[config.mk]
export PLATFORM = sky130hd
export DESIGN_NAME = ir_pulse_width_capture_unit
export DESIGN_NICKNAME = d
export VERILOG_FILES = /design/src/rtl/ipwc_pkg.sv /design/src/rtl/ipwc_front.sv /design/src/rtl/ipwc_queue.sv /design/src/rtl/ipwc_back.sv /design/src/rtl/ir_pulse_width_capture_unit.sv
export VERILOG_INCLUDE_DIRS = /design/src /design/src/rtl
export SDC_FILE = /design/constraint.sdc
export NUM_CORES = 1
export LEC_CHECK = 0
export BUFFER_PORTS_ARGS = -buffer_cell sky130_fd_sc_hd__buf_2
export CAP_MARGIN = 0
export CORE_MARGIN = 4
export CORE_UTILIZATION = 45
export CTS_CLUSTER_DIAMETER = 60
export DETAILED_ROUTE_END_ITERATION = 12
export GPL_TIMING_DRIVEN = 0
export PLACE_DENSITY_LB_ADDON = 0.25
export REMOVE_ABC_BUFFERS = 1
export SKIP_LAST_GASP = 1
export SLEW_MARGIN = 20
export SYNTH_ARGS = -nofsm -noshare
export SYNTH_HDL_FRONTEND = slang
export SYNTH_SLANG_ARGS = --single-unit
export TNS_END_PERCENT = 20
[constraint.sdc]
create_clock -name clk -period 7.1 [get_ports clk]
set_input_delay 0.71 -clock clk [delete_from_list [all_inputs] [get_ports clk]]
set_output_delay 0.71 -clock clk [all_outputs]
set_load 0.005 [all_outputs]
[src/rtl/ir_pulse_width_capture_unit_assert.svh]
// Assertion macros for the IR pulse-width capture unit.
// Needs a clock named clk and an active-high reset named rst in the including scope.
`ifndef IR_PULSE_WIDTH_CAPTURE_UNIT_ASSERT_SVH
`define IR_PULSE_WIDTH_CAPTURE_UNIT_ASSERT_SVH

// The consequent must hold in the same cycle as the antecedent.
`define IPWC_ASSERT_SAME(lbl, ante, cons) \
  lbl: assert property (@(posedge clk) disable iff (rst) (ante) |-> (cons)) \
    else $error("ipwc: same-cycle check failed");

// The consequent must hold in the cycle after the antecedent.
`define IPWC_ASSERT_NEXT(lbl, ante, cons) \
  lbl: assert property (@(posedge clk) disable iff (rst) (ante) |=> (cons)) \
    else $error("ipwc: next-cycle check failed");

`endif

[src/rtl/ipwc_pkg.sv]
// Shared types and constants for the IR pulse-width capture unit.
// Used by the front, queue, back and top-level modules; depends on nothing.
package ipwc_pkg;

  localparam int QUEUE_DEPTH = 4;
  localparam logic [15:0] IDLE_LIMIT_RESET = 16'd50;
  localparam logic [23:0] REM_MAX = 24'hFFFFFF;
  localparam logic [15:0] IDLE_MAX = 16'hFFFF;

  typedef enum logic [1:0] {
    CMD_CAPTURE = 2'd0,
    CMD_TICK    = 2'd1,
    CMD_ON      = 2'd2,
    CMD_OFF     = 2'd3
  } cmd_t;

  typedef enum logic [2:0] {
    KIND_LOW  = 3'd0,
    KIND_HIGH = 3'd1,
    KIND_EOS  = 3'd2,
    KIND_ON   = 3'd3,
    KIND_OFF  = 3'd4
  } kind_t;

  // One queued job: its first result, and a trailing high width when two is set.
  typedef struct packed {
    kind_t       kind;
    logic [15:0] width;
    logic        two;
    logic [15:0] width2;
  } desc_t;

  typedef struct packed {
    logic  valid;
    desc_t desc;
  } enq_t;

endpackage

[src/rtl/ipwc_front.sv]
// Front part: accepts input items, keeps the receiver state and builds job descriptors.
// Depends on ipwc_pkg.
module ipwc_front (
  input  logic                 clk,
  input  logic                 rst,
  input  logic                 accept,
  input  logic [1:0]           cmd,
  input  logic [15:0]          rise_time,
  input  logic [15:0]          fall_time,
  input  logic [23:0]          on_duration,
  input  logic                 cfg_we,
  input  logic [15:0]          cfg_wdata,
  output ipwc_pkg::enq_t       enq,
  output logic                 active
);

  logic [15:0] idle_limit;
  logic [23:0] remaining;
  logic [15:0] last_fall;
  logic        fall_known;
  logic [15:0] idle;

  logic        active_next;
  logic [23:0] remaining_next;
  logic [15:0] last_fall_next;
  logic        fall_known_next;
  logic [15:0] idle_next;
  logic [15:0] idle_inc;
  logic [24:0] rem_sum;

  assign idle_inc = (idle < ipwc_pkg::IDLE_MAX) ? idle + 16'd1 : idle;
  assign rem_sum  = {1'b0, remaining} + {1'b0, on_duration};

  always_comb begin
    active_next     = active;
    remaining_next  = remaining;
    last_fall_next  = last_fall;
    fall_known_next = fall_known;
    idle_next       = idle;
    enq             = '0;
    enq.desc.kind   = ipwc_pkg::KIND_OFF;
    unique case (ipwc_pkg::cmd_t'(cmd))
      ipwc_pkg::CMD_CAPTURE: begin
        if (active) begin
          enq.valid = 1'b1;
          if (fall_known) begin
            enq.desc.kind   = ipwc_pkg::KIND_LOW;
            enq.desc.width  = rise_time - last_fall;
            enq.desc.two    = 1'b1;
            enq.desc.width2 = fall_time - rise_time;
          end else begin
            enq.desc.kind  = ipwc_pkg::KIND_HIGH;
            enq.desc.width = fall_time - rise_time;
          end
          last_fall_next  = fall_time;
          fall_known_next = 1'b1;
          idle_next       = '0;
        end
      end
      ipwc_pkg::CMD_TICK: begin
        if (active) begin
          if (remaining == '0) begin
            active_next   = 1'b0;
            idle_next     = '0;
            enq.valid     = 1'b1;
            enq.desc.kind = ipwc_pkg::KIND_OFF;
          end else begin
            remaining_next = remaining - 24'd1;
            if (fall_known) begin
              if (idle_inc > idle_limit) begin
                fall_known_next = 1'b0;
                idle_next       = '0;
                enq.valid       = 1'b1;
                enq.desc.kind   = ipwc_pkg::KIND_EOS;
              end else begin
                idle_next = idle_inc;
              end
            end
          end
        end
      end
      ipwc_pkg::CMD_ON: begin
        if (!active) begin
          active_next    = 1'b1;
          remaining_next = on_duration;
          idle_next      = '0;
        end else begin
          remaining_next = rem_sum[24] ? ipwc_pkg::REM_MAX : rem_sum[23:0];
        end
        enq.valid     = 1'b1;
        enq.desc.kind = ipwc_pkg::KIND_ON;
      end
      ipwc_pkg::CMD_OFF: begin
        active_next    = 1'b0;
        remaining_next = '0;
        idle_next      = '0;
        enq.valid      = 1'b1;
        enq.desc.kind  = ipwc_pkg::KIND_OFF;
      end
    endcase
    if (!accept) begin
      enq.valid = 1'b0;
    end
  end

  always_ff @(posedge clk) begin
    if (rst) begin
      idle_limit <= ipwc_pkg::IDLE_LIMIT_RESET;
      active     <= 1'b0;
      remaining  <= '0;
      last_fall  <= '0;
      fall_known <= 1'b0;
      idle       <= '0;
    end else begin
      if (cfg_we) begin
        idle_limit <= cfg_wdata;
      end
      if (accept) begin
        active     <= active_next;
        remaining  <= remaining_next;
        last_fall  <= last_fall_next;
        fall_known <= fall_known_next;
        idle       <= idle_next;
      end
    end
  end

endmodule

[src/rtl/ipwc_queue.sv]
// Short job queue between the front and back parts, built from registers.
// Depends on ipwc_pkg.
module ipwc_queue #(
  parameter int DEPTH = ipwc_pkg::QUEUE_DEPTH
) (
  input  logic            clk,
  input  logic            rst,
  input  ipwc_pkg::enq_t  enq,
  input  logic            deq,
  output logic            full,
  output logic            empty,
  output ipwc_pkg::desc_t head
);

  localparam int PTR_W = (DEPTH > 1) ? $clog2(DEPTH) : 1;
  localparam int CNT_W = $clog2(DEPTH + 1);

  ipwc_pkg::desc_t slots [DEPTH];
  logic [PTR_W-1:0] wr_ptr;
  logic [PTR_W-1:0] rd_ptr;
  logic [CNT_W-1:0] count;
  logic             do_deq;

  assign full   = (count == CNT_W'(DEPTH));
  assign empty  = (count == '0);
  assign head   = slots[rd_ptr];
  assign do_deq = deq && !empty;

  always_ff @(posedge clk) begin
    if (enq.valid) begin
      slots[wr_ptr] <= enq.desc;
    end
  end

  always_ff @(posedge clk) begin
    if (rst) begin
      wr_ptr <= '0;
      rd_ptr <= '0;
      count  <= '0;
    end else begin
      if (enq.valid) begin
        wr_ptr <= (wr_ptr == PTR_W'(DEPTH - 1)) ? '0 : wr_ptr + PTR_W'(1);
      end
      if (do_deq) begin
        rd_ptr <= (rd_ptr == PTR_W'(DEPTH - 1)) ? '0 : rd_ptr + PTR_W'(1);
      end
      if (enq.valid && !do_deq) begin
        count <= count + CNT_W'(1);
      end else if (!enq.valid && do_deq) begin
        count <= count - CNT_W'(1);
      end
    end
  end

endmodule

[src/rtl/ipwc_back.sv]
// Back part: expands queued jobs into result beats held in an output register.
// Depends on ipwc_pkg.
module ipwc_back (
  input  logic            clk,
  input  logic            rst,
  input  logic            q_empty,
  input  ipwc_pkg::desc_t head,
  output logic            deq,
  input  logic            pop,
  output logic            out_valid,
  output ipwc_pkg::kind_t out_kind,
  output logic [15:0]     out_width,
  output logic            out_last
);

  logic        sec_valid;
  logic [15:0] sec_width;
  logic        take;

  // The output register is free when it is empty or its beat leaves this cycle.
  assign take = !out_valid || pop;
  assign deq  = take && !sec_valid && !q_empty;

  always_ff @(posedge clk) begin
    if (rst) begin
      out_valid <= 1'b0;
      sec_valid <= 1'b0;
    end else if (take) begin
      if (sec_valid) begin
        out_valid <= 1'b1;
        sec_valid <= 1'b0;
      end else if (!q_empty) begin
        out_valid <= 1'b1;
        sec_valid <= head.two;
      end else begin
        out_valid <= 1'b0;
      end
    end
  end

  always_ff @(posedge clk) begin
    if (take) begin
      if (sec_valid) begin
        out_kind  <= ipwc_pkg::KIND_HIGH;
        out_width <= sec_width;
        out_last  <= 1'b1;
      end else if (!q_empty) begin
        out_kind  <= head.kind;
        out_width <= head.width;
        out_last  <= !head.two;
        sec_width <= head.width2;
      end
    end
  end

endmodule

[src/rtl/ir_pulse_width_capture_unit.sv]
// Top level of the IR pulse-width capture unit: front, job queue and back.
// Depends on ipwc_pkg, ipwc_front, ipwc_queue, ipwc_back and the assertion header.
//
//   Channel   Handshake        Payload
//   input     push / full      cmd, rise_time, fall_time, on_duration
//   result    empty / pop      kind, width, last
//   config    cfg_we           cfg_wdata (idle_limit_ms)
//
// One input item is accepted per cycle while the job queue has room.
// A result beat leaves per cycle while pop is held; a capture with a known
// falling edge gives two beats, so the back part's output register sets the
// sustained rate for such items. Results pass a queue slot, then the output register.
// Reset is synchronous; it empties the queue and clears the receiver state.
// A stalled result side fills the queue, after which full holds off the input.
module ir_pulse_width_capture_unit #(
  parameter int QUEUE_DEPTH = ipwc_pkg::QUEUE_DEPTH
) (
  input  logic        clk,
  input  logic        rst,
  input  logic        push,
  output logic        full,
  input  logic [1:0]  cmd,
  input  logic [15:0] rise_time,
  input  logic [15:0] fall_time,
  input  logic [23:0] on_duration,
  output logic        empty,
  input  logic        pop,
  output logic [2:0]  kind,
  output logic [15:0] width,
  output logic        last,
  input  logic        cfg_we,
  input  logic [15:0] cfg_wdata
);

  ipwc_pkg::enq_t  enq;
  ipwc_pkg::desc_t head;
  ipwc_pkg::kind_t out_kind;
  logic            accept;
  logic            q_empty;
  logic            deq;
  logic            out_valid;
  logic            front_active;

  assign accept = push && !full;
  assign empty  = !out_valid;
  assign kind   = out_kind;

  ipwc_front u_front (
    .clk         (clk),
    .rst         (rst),
    .accept      (accept),
    .cmd         (cmd),
    .rise_time   (rise_time),
    .fall_time   (fall_time),
    .on_duration (on_duration),
    .cfg_we      (cfg_we),
    .cfg_wdata   (cfg_wdata),
    .enq         (enq),
    .active      (front_active)
  );

  ipwc_queue #(
    .DEPTH (QUEUE_DEPTH)
  ) u_queue (
    .clk   (clk),
    .rst   (rst),
    .enq   (enq),
    .deq   (deq),
    .full  (full),
    .empty (q_empty),
    .head  (head)
  );

  ipwc_back u_back (
    .clk       (clk),
    .rst       (rst),
    .q_empty   (q_empty),
    .head      (head),
    .deq       (deq),
    .pop       (pop),
    .out_valid (out_valid),
    .out_kind  (out_kind),
    .out_width (width),
    .out_last  (last)
  );

`include "ir_pulse_width_capture_unit_assert.svh"

  // A low width is always followed by its high width as the next beat.
  `IPWC_ASSERT_NEXT(a_pair_follows, !empty && pop && !last, !empty && kind == ipwc_pkg::KIND_HIGH)
  `IPWC_ASSERT_SAME(a_low_not_last, !empty && kind == ipwc_pkg::KIND_LOW, !last)
  `IPWC_ASSERT_NEXT(a_on_opens, push && !full && cmd == ipwc_pkg::CMD_ON, front_active)

endmodule
# After elaboration in Yosys (flattened, before gate mapping)
# Memories as Yosys holds them, arrays and structs flattened. A register that Yosys moved wholly into a read port is not among the register bits.
# Cells that the tools add are included.
[op_classes]
addsub = 9
n_lt_le_gt_ge = 2
n_eq_ne = 12
n_mux = 48
n_bitwise = 2
reduce_logical = 27
[op_table]
columns = ["operator", "n"]
rows = [
  ["$mux W16", 9],
  ["$mux W24", 4],
  ["$pmux W24 S3", 1],
  ["$pmux W16 S4", 1],
  ["$mux W37", 1],
  ["$mux W17", 2],
  ["$mux W33", 1],
  ["$sub A16 B16 Y16", 2],
  ["$add A24 B24 Y25", 1],
  ["$logic_not A24 Y1", 1],
  ["$sub A24 B1 Y24 const B", 1],
  ["$add A16 B1 Y16 const B", 1],
  ["$gt A16 B16 Y1", 1],
  ["$lt A16 B16 Y1 const B", 1],
  ["$mux W4", 4],
  ["$pmux W4 S4", 1],
  ["$mux W1", 15],
  ["$reduce_and A5 Y1", 2],
  ["$mux W3", 3],
  ["$eq A2 B2 Y1 const B", 4],
  ["$mux W2", 4],
  ["$logic_not A1 Y1", 7],
  ["$logic_and A1 B1 Y1", 6],
  ["$ne A2 B2 Y1 const B", 3],
  ["other kinds (18)", 24],
]
[word_totals]
ff_bits = 119
ramBits = 144
inputBits = 79
wordCells = 116
n_memories = 1
[mem_list]
columns = ["name", "depth", "word_bits", "read_ports", "rd_clocked_by_memory_dff", "wr", "line", "text"]
rows = [
  ["u_queue.slots", 4, 36, 1, 1, 1, "ipwc_queue.sv:18", "ipwc_pkg::desc_t slots [DEPTH];"],
]

# Logic depth before layout (Yosys ltp)
# Gate-level depths: netlist (run 1).
[depth]
depth_word = 13
ltp_mapped = 23
depth_no_buf = 21

# Hierarchy
# Synthesis (run 1) repeated with hierarchy kept, for this count alone.
[hier_totals]
cells_unflattened = 1256
hier_area_um2 = 14164.8
[modules_own_cells]
columns = ["module", "n_inst", "cells_each", "area_each_um2", "seq_area_each_um2"]
rows = [
  ["ipwc_front", 1, 952, 7044.3, 1481.4],
  ["ipwc_queue", 1, 232, 5705.5, 4504.3],
  ["ipwc_back", 1, 70, 1397.6, 1121.1],
  ["ir_pulse_width_capture_unit", 1, 2, 17.5, 0.0],
]

# Least setup slack after synthesis (run 1)
# Ideal clock, no wire load.
[synth_timing]
path_type = "reg-to-reg"
startpoint = "register u_front.idle[0]"
endpoint = "memory u_queue.slots[3][0] in the netlist's numbering, enable pin"
arrival_ps = 4521
required_ps = 6703
path_slack_ps = 2182
path_stages_with_launch = 18
path_buffers = 1
synth_period_minus_slack_ps = 4918
path_cell_list = "dfxtp_1 > ha_1 > and3_1 > and4_1 > nand2b_1 > clkbuf_1 > nand3_1 > or3_1 > xnor2_1 > ha_1 > nand4_1 > nor2_1 > nand3_1 > a211oi_1 > o31a_1 > a21oi_1 > nor3_1 > and2_1"
[synth_lines]
columns = ["item", "line", "text"]
rows = [
  ["start, declared", "ipwc_front.sv:21", "logic [15:0] idle;"],
  ["start signal, assigned", "ipwc_front.sv:123", "idle <= idle_next;"],
  ["end, declared", "ipwc_queue.sv:18", ""],
]

==> summary.md, run 1 <==
| Metric | Value |
|---|---|
| Status | `finished clean` |
| Crit share post-route | `0.8107` |
| Port Buffers | `100` |
| Row count | `64` |
| Post-Syn Area | `14210 sq um` |
| Commonest non-fill, non-tap cell in the layout | `edfxtp_1` |
| Hold buffers post-CTS | `0` |
| Max transition margin | `0.2992` |
| Endpoints failing setup | `0` |
| P&R area growth vs syn | `15.62%` |
| Gr usage total | `0.1970` |
| Clock H-tree levels | `1` |
| Hold Violations, Final | `0` |
| Unrepaired setup endpoints after global routing | `false` |
| Pre-CTS WS | `between 1 and 1.5 ns` |
| Final wirelength | `roughly 34000 um` |
| Clock Latency Late Sink | `roughly 0.57 ns` |
| Ys async rst share | `0` |
| Number of distinct library cells after synthesis | `70` |
| Initial DRC count | `roughly 740` |
| Post-route worst setup slack | `1.344 ns` |
| Max Cap Viol | `0` |
| Worst slew pin tran | `~1.0 ns` |
| Peak VDD IR | `0.0002066 V` |
| DR vias | `slightly above 10000` |
| Slew Limit Fails | `0` |
| ANT cells | `0` |
| Leak | `roughly 6.3 nW` |
| Worst Path Arrival | `between 6 and 7 ns` |
| Vias in the first global route | `10060` |
| Pwr dens | `301.7 nW/um^2` |
| Commonest non-fill, non-tap cells in the layout | `180 x edfxtp_1, 108 x nor2_1, 99 x buf_2` |
| Placer Congestion | `between 0.8 and 0.9` |
| DIE HEIGHT | `185.7 um` |
| Die Width | `approximately 190 um` |
| Initial Utilization | `0.4608` |
| Main synth FF type | `edfxtp_1` |
| Congestion Overflow GR | `0` |
| Nets | `approximately 1500` |
| I/O pins | `between 100 and 150` |
| Die Area | `between 30000 and 40000 sq um` |
| Critical path peak fanout | `11` |
| First-pass GRT wire length | `54330 um` |
| Initial antenna violation count | `1` |
| Synth Register Bits | `about 270` |
| Share of layout cells above drive strength 1 | `0.1871` |
| WS Path Type | `reg2reg` |
| Worst Hold Class | `in2reg` |
| Sequential area share after synthesis | `0.5003` |
| Cts repair resizes | `0` |
| CTS Buffer Depth | `3` |
| Core ar. | `30830 sq um` |
| CTS tree | `yes` |
| WP data required | `7.60 ns` |
| Peak Freq | `roughly 170 MHz` |
| DRT antenna net count | `0` |
| TritonCTS Buffers | `31` |
| Number of synthesized flops with an enable pin | `180` |
| CP endpoint kind | `register` |
| Post-layout min period | `about 5.8 ns` |
| Yosys warns | `0` |
| DR DRC count | `0` |
| Largest net degree at the start of global routing | `68` |
| Clk slew on worst S/H paths | `0.07 ns` |
| CTS root buffer | `clkbuf_16` |
| Mapped Cells | `approximately 1300` |
| Clock skew | `~0.026 ns` |
| Via density | `~5.8` |
| Hpwl dp | `23550 um` |
| CTS sink count | `265` |
| Critical Path Source Type | `register` |
| Mapped Avg Cell Area | `approximately 11 sq um` |
| WL per Instance | `around 19 um` |
| Fin Setup TNS | `0 ns` |
| Post-CTS Setup Bufs | `0` |
| DRT Pass-1 Iters | `7` |
state kept, by name, summed over array words and instances, names as in the netlist, 16 cells and up, named ones only:
register            cells
u_front.idle_limit     16
u_back.sec_width       16
u_front.last_fall      16
u_front.remaining      24
u_back.out_width       16
u_front.idle           16
u_queue.slots         144
per-stage QoR:
stage          hold slack (ns)    util  area [sq um]  total power (W)  instances
6_report                0.3676  0.5328         16430         0.004956       1796
4_1_cts                 0.3435  0.5327         16420         0.005014       1796
3_3_place_gp            0.4436  0.4870         15010         0.003232       1724
3_5_place_dp            0.4486  0.4970         15320         0.003330       1738
2_1_floorplan           0.4303       -         14020         0.002839       1228
5_1_grt                 0.3543  0.5328         16430         0.005217       1796
path summary, 6_finish.rpt:
kind                         from                    end  slack (ns)  depth (start not counted)
max               u_front.idle[0]       u_queue.count[2]        1.34                         21
min reg2reg  u_front.last_fall[1]   u_front.last_fall[1]        0.45                          2
min                  cfg_wdata[4]  u_front.idle_limit[4]        0.37                          3
max reg2reg       u_front.idle[0]       u_queue.count[2]        1.34                         21
worst max-delay path, stage by stage, from the launching register on:
cell and delay [ns]:
dfxtp_1 0.39, ha_1 0.30, and3_1 0.22, and4_1 0.22, nand2b_1 0.33, nand2_1 0.21
or4_1 0.49, xnor2_1 0.17, ha_1 0.31, nand4_1 0.12, nor2_1 0.14, nand3_1 0.11
a211oi_1 0.28, o31a_1 0.31, a21oi_1 0.10, nor3_1 0.61, ha_1 0.30, inv_1 0.06
fa_1 0.39, xor2_1 0.16, or3_1 0.31, a21oi_1 0.15
synth_stat cells, types with 4 or more instances:
cell / count / area (sq um)
edfxtp_1: 180 / 5405
nor2_1: 112 / 420.4
nand2_1: 96 / 360.4
a21oi_1: 86 / 430.4
dfxtp_1: 85 / 1702
ha_1: 79 / 988.5
inv_1: 72 / 270.3
o21ai_0: 47 / 235.2
clkbuf_1: 44 / 165.2
mux4_2: 36 / 810.8
nor3_1: 36 / 180.2
xnor2_1: 31 / 271.5
mux2_2: 22 / 247.7
o221ai_1: 22 / 192.7
xor2_1: 22 / 192.7
mux2i_1: 20 / 200.2
a21o_1: 18 / 135.1
nand3_1: 18 / 90.09
and3_1: 17 / 106.4
nor2b_1: 15 / 93.84
o21a_1: 15 / 112.6
nand2b_1: 14 / 87.58
a31oi_1: 13 / 81.33
nand4_1: 13 / 81.33
o211ai_1: 13 / 97.59
a211oi_1: 11 / 82.58
and2_1: 11 / 68.82
a22o_1: 9 / 78.83
nor3b_1: 9 / 67.56
or2_2: 8 / 50.05
or3_1: 8 / 50.05
nor4_1: 7 / 43.79
o31ai_1: 6 / 45.04
a22oi_1: 5 / 37.54
buf_1: 5 / 18.77
a211o_1: 4 / 35.03
a311oi_1: 4 / 35.03
fa_1: 4 / 80.08
nand3b_1: 4 / 30.03
o21bai_1: 4 / 30.03
o22ai_1: 4 / 25.02
o31a_1: 4 / 35.03
area by class of cell:
type,instances,area [sq um]
fillers,2656,14400
repair buffers,114,740.7
flip-flops and latches,265,7116
inverters,73,274.0
well taps,396,495.5
multi-input cells,890,6699
clock buffers,37,838.3
clock inverters,21,262.8
power by group:
group | internal (W) | switching [W] | total [W]
sequential | 0.00191 | 0.000135 | 0.00204
combinational | 0.000579 | 0.000662 | 0.00124
clock | 0.00100 | 0.000670 | 0.00167
routing by layer:
metal | routed length, um | track usage
met3 | 2071 | 0.03283
met5 | 13 | 0
met2 | 16400 | 0.3298
met4 | 708 | 0.04343
met1 | 14890 | 0.2721
logic make-up after synthesis:
family / count (synthesis) / synth area share
and+or+nand+nor: 385 / 0.1327
AOI/OAI and AO/OA: 291 / 0.1379
DFF: 265 / 0.5003
buffers and inverters: 123 / 0.03259
adders and majority gates: 83 / 0.07522
muxes: 78 / 0.08860
xor gates and xnor gates: 53 / 0.03268
Note: power is estimated with default switching activity, not from simulation.
==> run 2: changes to the inputs <==
- clock period: 7.1 -> 5.9 ns (I/O delays scaled with it)
==> run 2 against run 1 <==
  * Critical endpoint unchanged
  * Die area unchanged
  * Non-clock buffer count unchanged
  * Sequential power up 21%
  * Global-route usage unchanged
  * Routed wire length up 0.12%
  * Sequential share of layout area about the same
  * Count of clock-buffer cells in the layout unchanged
  * Worst setup slack worse by 0.98 ns
  * Combinational power up 21%
  * Power up 20%
  * Highest routed layer unchanged
==> summary.md, run 2 (synthesis gave the netlist of run 1 again) <==
| Metric | Value |
|---|---|
| WP data required | `about 6.4 ns` |
| CTS root buffer | `clkbuf_16` |
| CTS tree | `yes` |
| CTS Buffer Depth | `3` |
| Worst Path Arrival | `6.03 ns` |
| Critical Path Max Stage Delay | `0.46 ns` |
| Hpwl dp | `around 24000 um` |
| Max Cap Viol | `0` |
| Slew Limit Fails | `0` |
| Clock Latency Late Sink | `0.57 ns` |
| Final wirelength | `about 34000 um` |
| Max transition margin | `0.2939` |
| Commonest non-fill, non-tap cells in the layout | `180 x edfxtp_1, 108 x nor2_1, 99 x buf_2` |
| Die Width | `185.7 um` |
| TritonCTS Buffers | `31` |
| Critical Path Source Type | `register` |
| Leak | `around 6.3 nW` |
| Gr usage total | `0.1970` |
| Cell repeated most along the worst path | `ha_1` |
| DRT antenna net count | `0` |
| Clk slew on worst S/H paths | `roughly 0.070 ns` |
| Post-route worst setup slack | `0.3637 ns` |
| First-pass GRT wire length | `about 54000 um` |
| CP endpoint kind | `register` |
| Worst Hold Class | `in2reg` |
| Vias in the first global route | `10060` |
| CTS sink count | `~270` |
| Placed Area | `15320 sq um` |
| Peak VDD IR | `~0.00025 V` |
| Max FFs per register | `around 140` |
| DIE HEIGHT | `around 190 um` |
| WP buf/inv | `1` |
| Congestion Overflow GR | `0` |
| DRT Pass-1 Iters | `5` |
| Die Area | `between 30000 and 40000 sq um` |
| Hold Violations, Final | `0` |
| Post-CTS Setup Bufs | `0` |
| Peak Freq | `around 180 MHz` |
| WS Path Type | `reg2reg` |
| WL per Instance | `between 15 and 20 um` |
| Post-layout min period | `between 5 and 6 ns` |
| Via density | `a little under 6` |
| Commonest non-fill, non-tap cell in the layout | `edfxtp_1` |
| Core ar. | `30830 sq um` |
| Endpoints failing setup | `0` |
| Final instance area | `16430 sq um` |
| Clock skew | `0.02826 ns` |
| ANT cells | `0` |
| DR DRC count | `0` |
| Worst path slowest cell | `or3_1` |
| Final Core Density | `0.5330` |
| Clock H-tree levels | `1` |
| Row count | `64` |
| Worst path cell trace | `ha_1, and3_1, and4_1, nand2b_1, nand3_1, or3_1, xnor2_1, ha_1, nand4_1, nor2_1, nand3_1, a211oi_1, o31a_1, a21oi_1, nor3_2, ha_1, inv_1, fa_1, xor2_1, or3_1, a21oi_1` |
| Nets | `1537` |
| Pre-CTS WS | `0.1453 ns` |
| Crit share post-route | `0.9384` |
| DR vias | `a little over 10000` |
| Placer Congestion | `slightly below 0.9` |
| P&R area growth vs syn | `15.66%` |
| Initial Utilization | `0.4608` |
| Status | `finished clean` |
| Pwr dens | `between 300 and 400 nW/um^2` |
| Largest Register | `u_queue.slots` |
| Hold WS | `around 0.25 ns` |
| Critical path peak fanout | `11` |
| Largest net degree at the start of global routing | `68` |
| Initial antenna violation count | `1` |
| Top delay family on crit path | `simple AND/OR/NAND/NOR gates` |
| Port Buffers | `100` |
| Worst slew pin tran | `roughly 1.1 ns` |
| Initial DRC count | `about 740` |
| Top flop regs | `u_queue.slots (144), u_front.remaining (24)` |
| I/O pins | `between 100 and 150` |
| Share of layout cells above drive strength 1 | `0.1879` |
==> run 2: cell types whose count changed in the layout (fill, tap and decap cells not counted) <==
| cell | before | now |
|---|---|---|
| nor3_2 | 3 | 4 |
| nor3_1 | 33 | 32 |
==> run 2: metal layers <==
| metal | share of wire | track usage | wire length (um) |
|---|---|---|---|
| met1 | 0.44 | 0.2721 | 15080 |
| met3 | 0.055 | 0.03283 | 1892 |
| met2 | 0.48 | 0.3298 | 16440 |
| met5 | 0.00038 | 0 | 13 |
| met4 | 0.021 | 0.04343 | 707 |
==> run 2: layout make-up <==
type | instances | area [sq um]
clock buffer | 37 | 838.3
fill | 2656 | 14400
clock inverter | 21 | 262.8
multi-input combinational | 890 | 6704
inverter | 73 | 274.0
timing repair buffer | 114 | 740.7
sequential | 265 | 7116
tap | 396 | 495.5
==> run 2: through the flow <==
stage / std cells / total power [W] / TNS (ns)
2_1_floorplan: 1228 / 0.003417 / 0
3_3_place_gp: 1724 / 0.003889 / -74.95
3_5_place_dp: 1738 / 0.004007 / 0
4_1_cts: 1796 / 0.006034 / 0
5_1_grt: 1796 / 0.006280 / -0.02765
6_report: 1796 / 0.005970 / 0
==> run 2: tightest hold or removal path: stages <==
cell and delay (ns):
buf_2 0.08, nand2_1 0.04, o211ai_1 0.06
==> run 2: repair_timing <==
item                                    CTS  global route
resized for setup                         0             1
hold buffers                              0             0
endpoints found under the setup margin    0             1
==> run 2: final timing paths <==
| path | startpoint | to | slack (ns) | depth (start not counted) |
|---|---|---|---|---|
| max | u_front.idle[0] | u_queue.count[2] | 0.36 | 21 |
| min | cfg_wdata[4] | u_front.idle_limit[4] | 0.25 | 3 |
| max reg2reg | u_front.idle[0] | u_queue.count[2] | 0.36 | 21 |
| min reg2reg | u_front.last_fall[1] | u_front.last_fall[1] | 0.45 | 2 |
==> run 2: power by group <==
group	switching (W)	internal (W)	total, W
Sequential	0.000163	0.00230	0.00246
Clock	0.000810	0.00121	0.00202
Combinational	0.000798	0.000697	0.00150
==> run 3: changes to the inputs <==
- RECOVER_POWER: not set -> 25
==> run 3 against run 2 <==
  * Routed wire length grew 0.12%
  * Count of clock-buffer cells in the layout did not move
  * Sequential cell count stayed put
  * Sequential share of layout area grew 0.23 points
  * Critical endpoint unchanged
  * Global-route usage unchanged
  * Largest cell class unchanged
  * Design area down 0.56%
  * Sequential power hardly changed
  * Power down 1.3%
  * Register-to-register slack hardly changed
  * Via count shrank 0.47%
==> summary.md, run 3 (synthesis gave the netlist of run 1 again) <==
| Metric | Value |
|---|---|
| DRT Pass-1 Iters | `6` |
| CTS Buffer Depth | `3` |
| ANT cells | `0` |
| Hold Path Sink | `u_front.idle_limit[4]` |
| WS Path Type | `reg2reg` |
| Congestion Overflow GR | `0` |
| First-pass GRT wire length | `about 54000 um` |
| Hpwl dp | `between 20000 and 25000 um` |
| Clock H-tree levels | `1` |
| DR vias | `~10000` |
| Sequential cell area | `approximately 7100 sq um` |
| Worst Path Arrival | `6.03 ns` |
| CTS root buffer | `clkbuf_16` |
| Layout Cells excl Fill | `about 1800` |
| CTS sink count | `roughly 270` |
| Post-route worst setup slack | `around 0.37 ns` |
| Reg2reg path depth | `21` |
| DR DRC count | `0` |
| Row count | `64` |
| Top flop regs | `u_queue.slots (144), u_front.remaining (24)` |
| Cell Int Power | `0.004135 W` |
| Critical Path Source Type | `register` |
| Max Cap Viol | `0` |
| Fill count | `2675` |
| Final Core Density | `0.5300` |
| Peak Freq | `between 150 and 200 MHz` |
| Seq pwr share | `0.417` |
| Core ar. | `slightly above 30000 sq um` |
| Leak | `6.195 nW` |
| Vias in the first global route | `roughly 10000` |
| Max transition margin | `0.1437` |
| Pre-CTS WS | `around 0.15 ns` |
| DRT antenna net count | `0` |
| Die Width | `approximately 190 um` |
| Via density | `approximately 5.8` |
| Area occupied by multi-input gates | `around 6700 sq um` |
| DIE HEIGHT | `~190 um` |
| P&R area growth vs syn | `15.01%` |
| Largest Register | `u_queue.slots` |
| Flop-to-flop setup slack | `approximately 0.37 ns` |
| Slew Limit Fails | `0` |
| Status | `finished clean` |
| Initial Utilization | `0.4608` |
| Worst path cell trace | `ha_1, and3_1, and4_1, nand2b_1, nand2_1, or4_1, xnor2_1, ha_1, nand4_1, nor2_1, nand3_1, a211oi_1, o31a_1, a21oi_1, nor3_2, ha_1, inv_1, fa_1, xor2_1, or3_1, a21oi_1` |
| Pwr dens | `between 300 and 400 nW/um^2` |
| Clk pwr share | `0.342` |
| Hold buffers post-CTS | `0` |
| Worst path slowest cell | `or4_1` |
| Peak VDD IR | `0.0002476 V` |
| Worst slew pin tran | `between 1 and 1.5 ns` |
| WHS Path Cells | `3` |
| Reg2reg end | `u_queue.count[2]` |
| Critical Path Max Stage Delay | `about 0.5 ns` |
| Cell repeated most along the worst path | `ha_1` |
| WP data required | `between 6 and 7 ns` |
| Reg-to-reg startpoint | `u_front.idle[0]` |
| Initial DRC count | `roughly 750` |
| Post-layout min period | `5.533 ns` |
| Final wirelength | `between 30000 and 40000 um` |
| Clock Latency Late Sink | `0.57 ns` |
| Max FFs per register | `between 100 and 150` |
| Commonest non-fill, non-tap cells in the layout | `180 x edfxtp_1, 109 x nor2_1, 96 x nand2_1` |
| Largest net degree at the start of global routing | `68` |
| Hold_sp | `cfg_wdata[4]` |
| Crit share post-route | `0.9378` |
| Logic pwr share | `0.241` |
| Endpoints failing setup | `0` |
| Nets | `between 1500 and 2000` |
| Die Area | `about 34000 sq um` |
| Dpl cells | `about 1700` |
| Clk slew on worst S/H paths | `roughly 0.070 ns` |
| Post-CTS Setup Bufs | `0` |
| I/O pins | `about 100` |
| Placer Congestion | `about 0.9` |
| Worst Hold Class | `in2reg` |
| Clock skew | `approximately 0.027 ns` |
| Critical path peak fanout | `11` |
| WL per Instance | `between 15 and 20 um` |
| Hold Violations, Final | `0` |
| Switching Power | `~0.0018 W` |
| CTS tree | `yes` |
| Sw frac | `0.2984` |
| Port Buffers | `100` |
| Share of layout cells above drive strength 1 | `0.1693` |
| CP endpoint kind | `register` |
| Initial antenna violation count | `1` |
| TritonCTS Buffers | `31` |
| Gr usage total | `0.1970` |
| Commonest non-fill, non-tap cell in the layout | `edfxtp_1` |
-- run 3: stage by stage --
step / TNS, ns / hold slack, ns / cell area [sq um] / total power (W)
after global routing: -0.02765 / 0.2343 / 16340 / 0.006206
after detailed placement: 0 / 0.4486 / 15320 / 0.004007
after global placement: -74.95 / 0.4436 / 15010 / 0.003889
final: 0 / 0.2471 / 16340 / 0.005894
after floorplan: 0 / 0.4303 / 14020 / 0.003417
after CTS: 0 / 0.2235 / 16420 / 0.006034
-- run 3: how the worst max path moves through the flow --
stage | from | endpoint | cells past startpoint
floorplan | u_front.idle[0] | u_queue.slots[3][0] | 16
global placement | u_front.idle[0] | u_queue.slots[0][22] | 16
detailed placement | u_front.idle[0] | u_queue.count[2] | 21
CTS | u_front.idle[0] | u_queue.count[2] | 21
global route | u_front.idle[0] | u_queue.count[2] | 21
finish | u_front.idle[0] | u_queue.count[2] | 21
-- run 3: timing repair --
item / CTS / global route
endpoints found under the setup margin: 0 / 1
gates resized for setup: 0 / 1
endpoints found under the hold margin: 0 / 0
-- run 3: final cells by class --
class | count | share of cell area
Tap cell | 396 | 0.03033
Clock inverter | 21 | 0.01608
Multi-Input combinational cell | 890 | 0.4096
Timing Repair Buffer | 114 | 0.04059
Inverter | 73 | 0.01677
Sequential cell | 265 | 0.4354
Clock buffer | 37 | 0.05131
-- run 3: worst max-delay path: cells and delay by family, from the launching register on --
family                     cells  cell delay (ns)
AOI/OAI and AO/OA              4             0.86
xor gates and xnor gates       2             0.33
adders and majority gates      4             1.27
buffers and inverters          1             0.06
DFF                            1             0.39
and+or+nand+nor               10             2.54
-- run 3: power groups by stage --
| stage | logic [W] | clock network (W) | registers [W] |
|---|---|---|---|
| global placement | 0.00132 | 0 | 0.00257 |
| finish | 0.00142 | 0.00202 | 0.00246 |
| global route | 0.00158 | 0.00214 | 0.00249 |
| floorplan | 0.000917 | 0 | 0.00250 |
| CTS | 0.00152 | 0.00206 | 0.00246 |
| detailed placement | 0.00151 | 0 | 0.00250 |
-- run 3: layer usage --
metal	GRT usage	share of wire	up-vias
met5	0	0.00038	-
li1	-	-	4996
met4	0.04343	0.021	2
met2	0.3298	0.48	282
met1	0.2721	0.44	5005
met3	0.03283	0.056	50
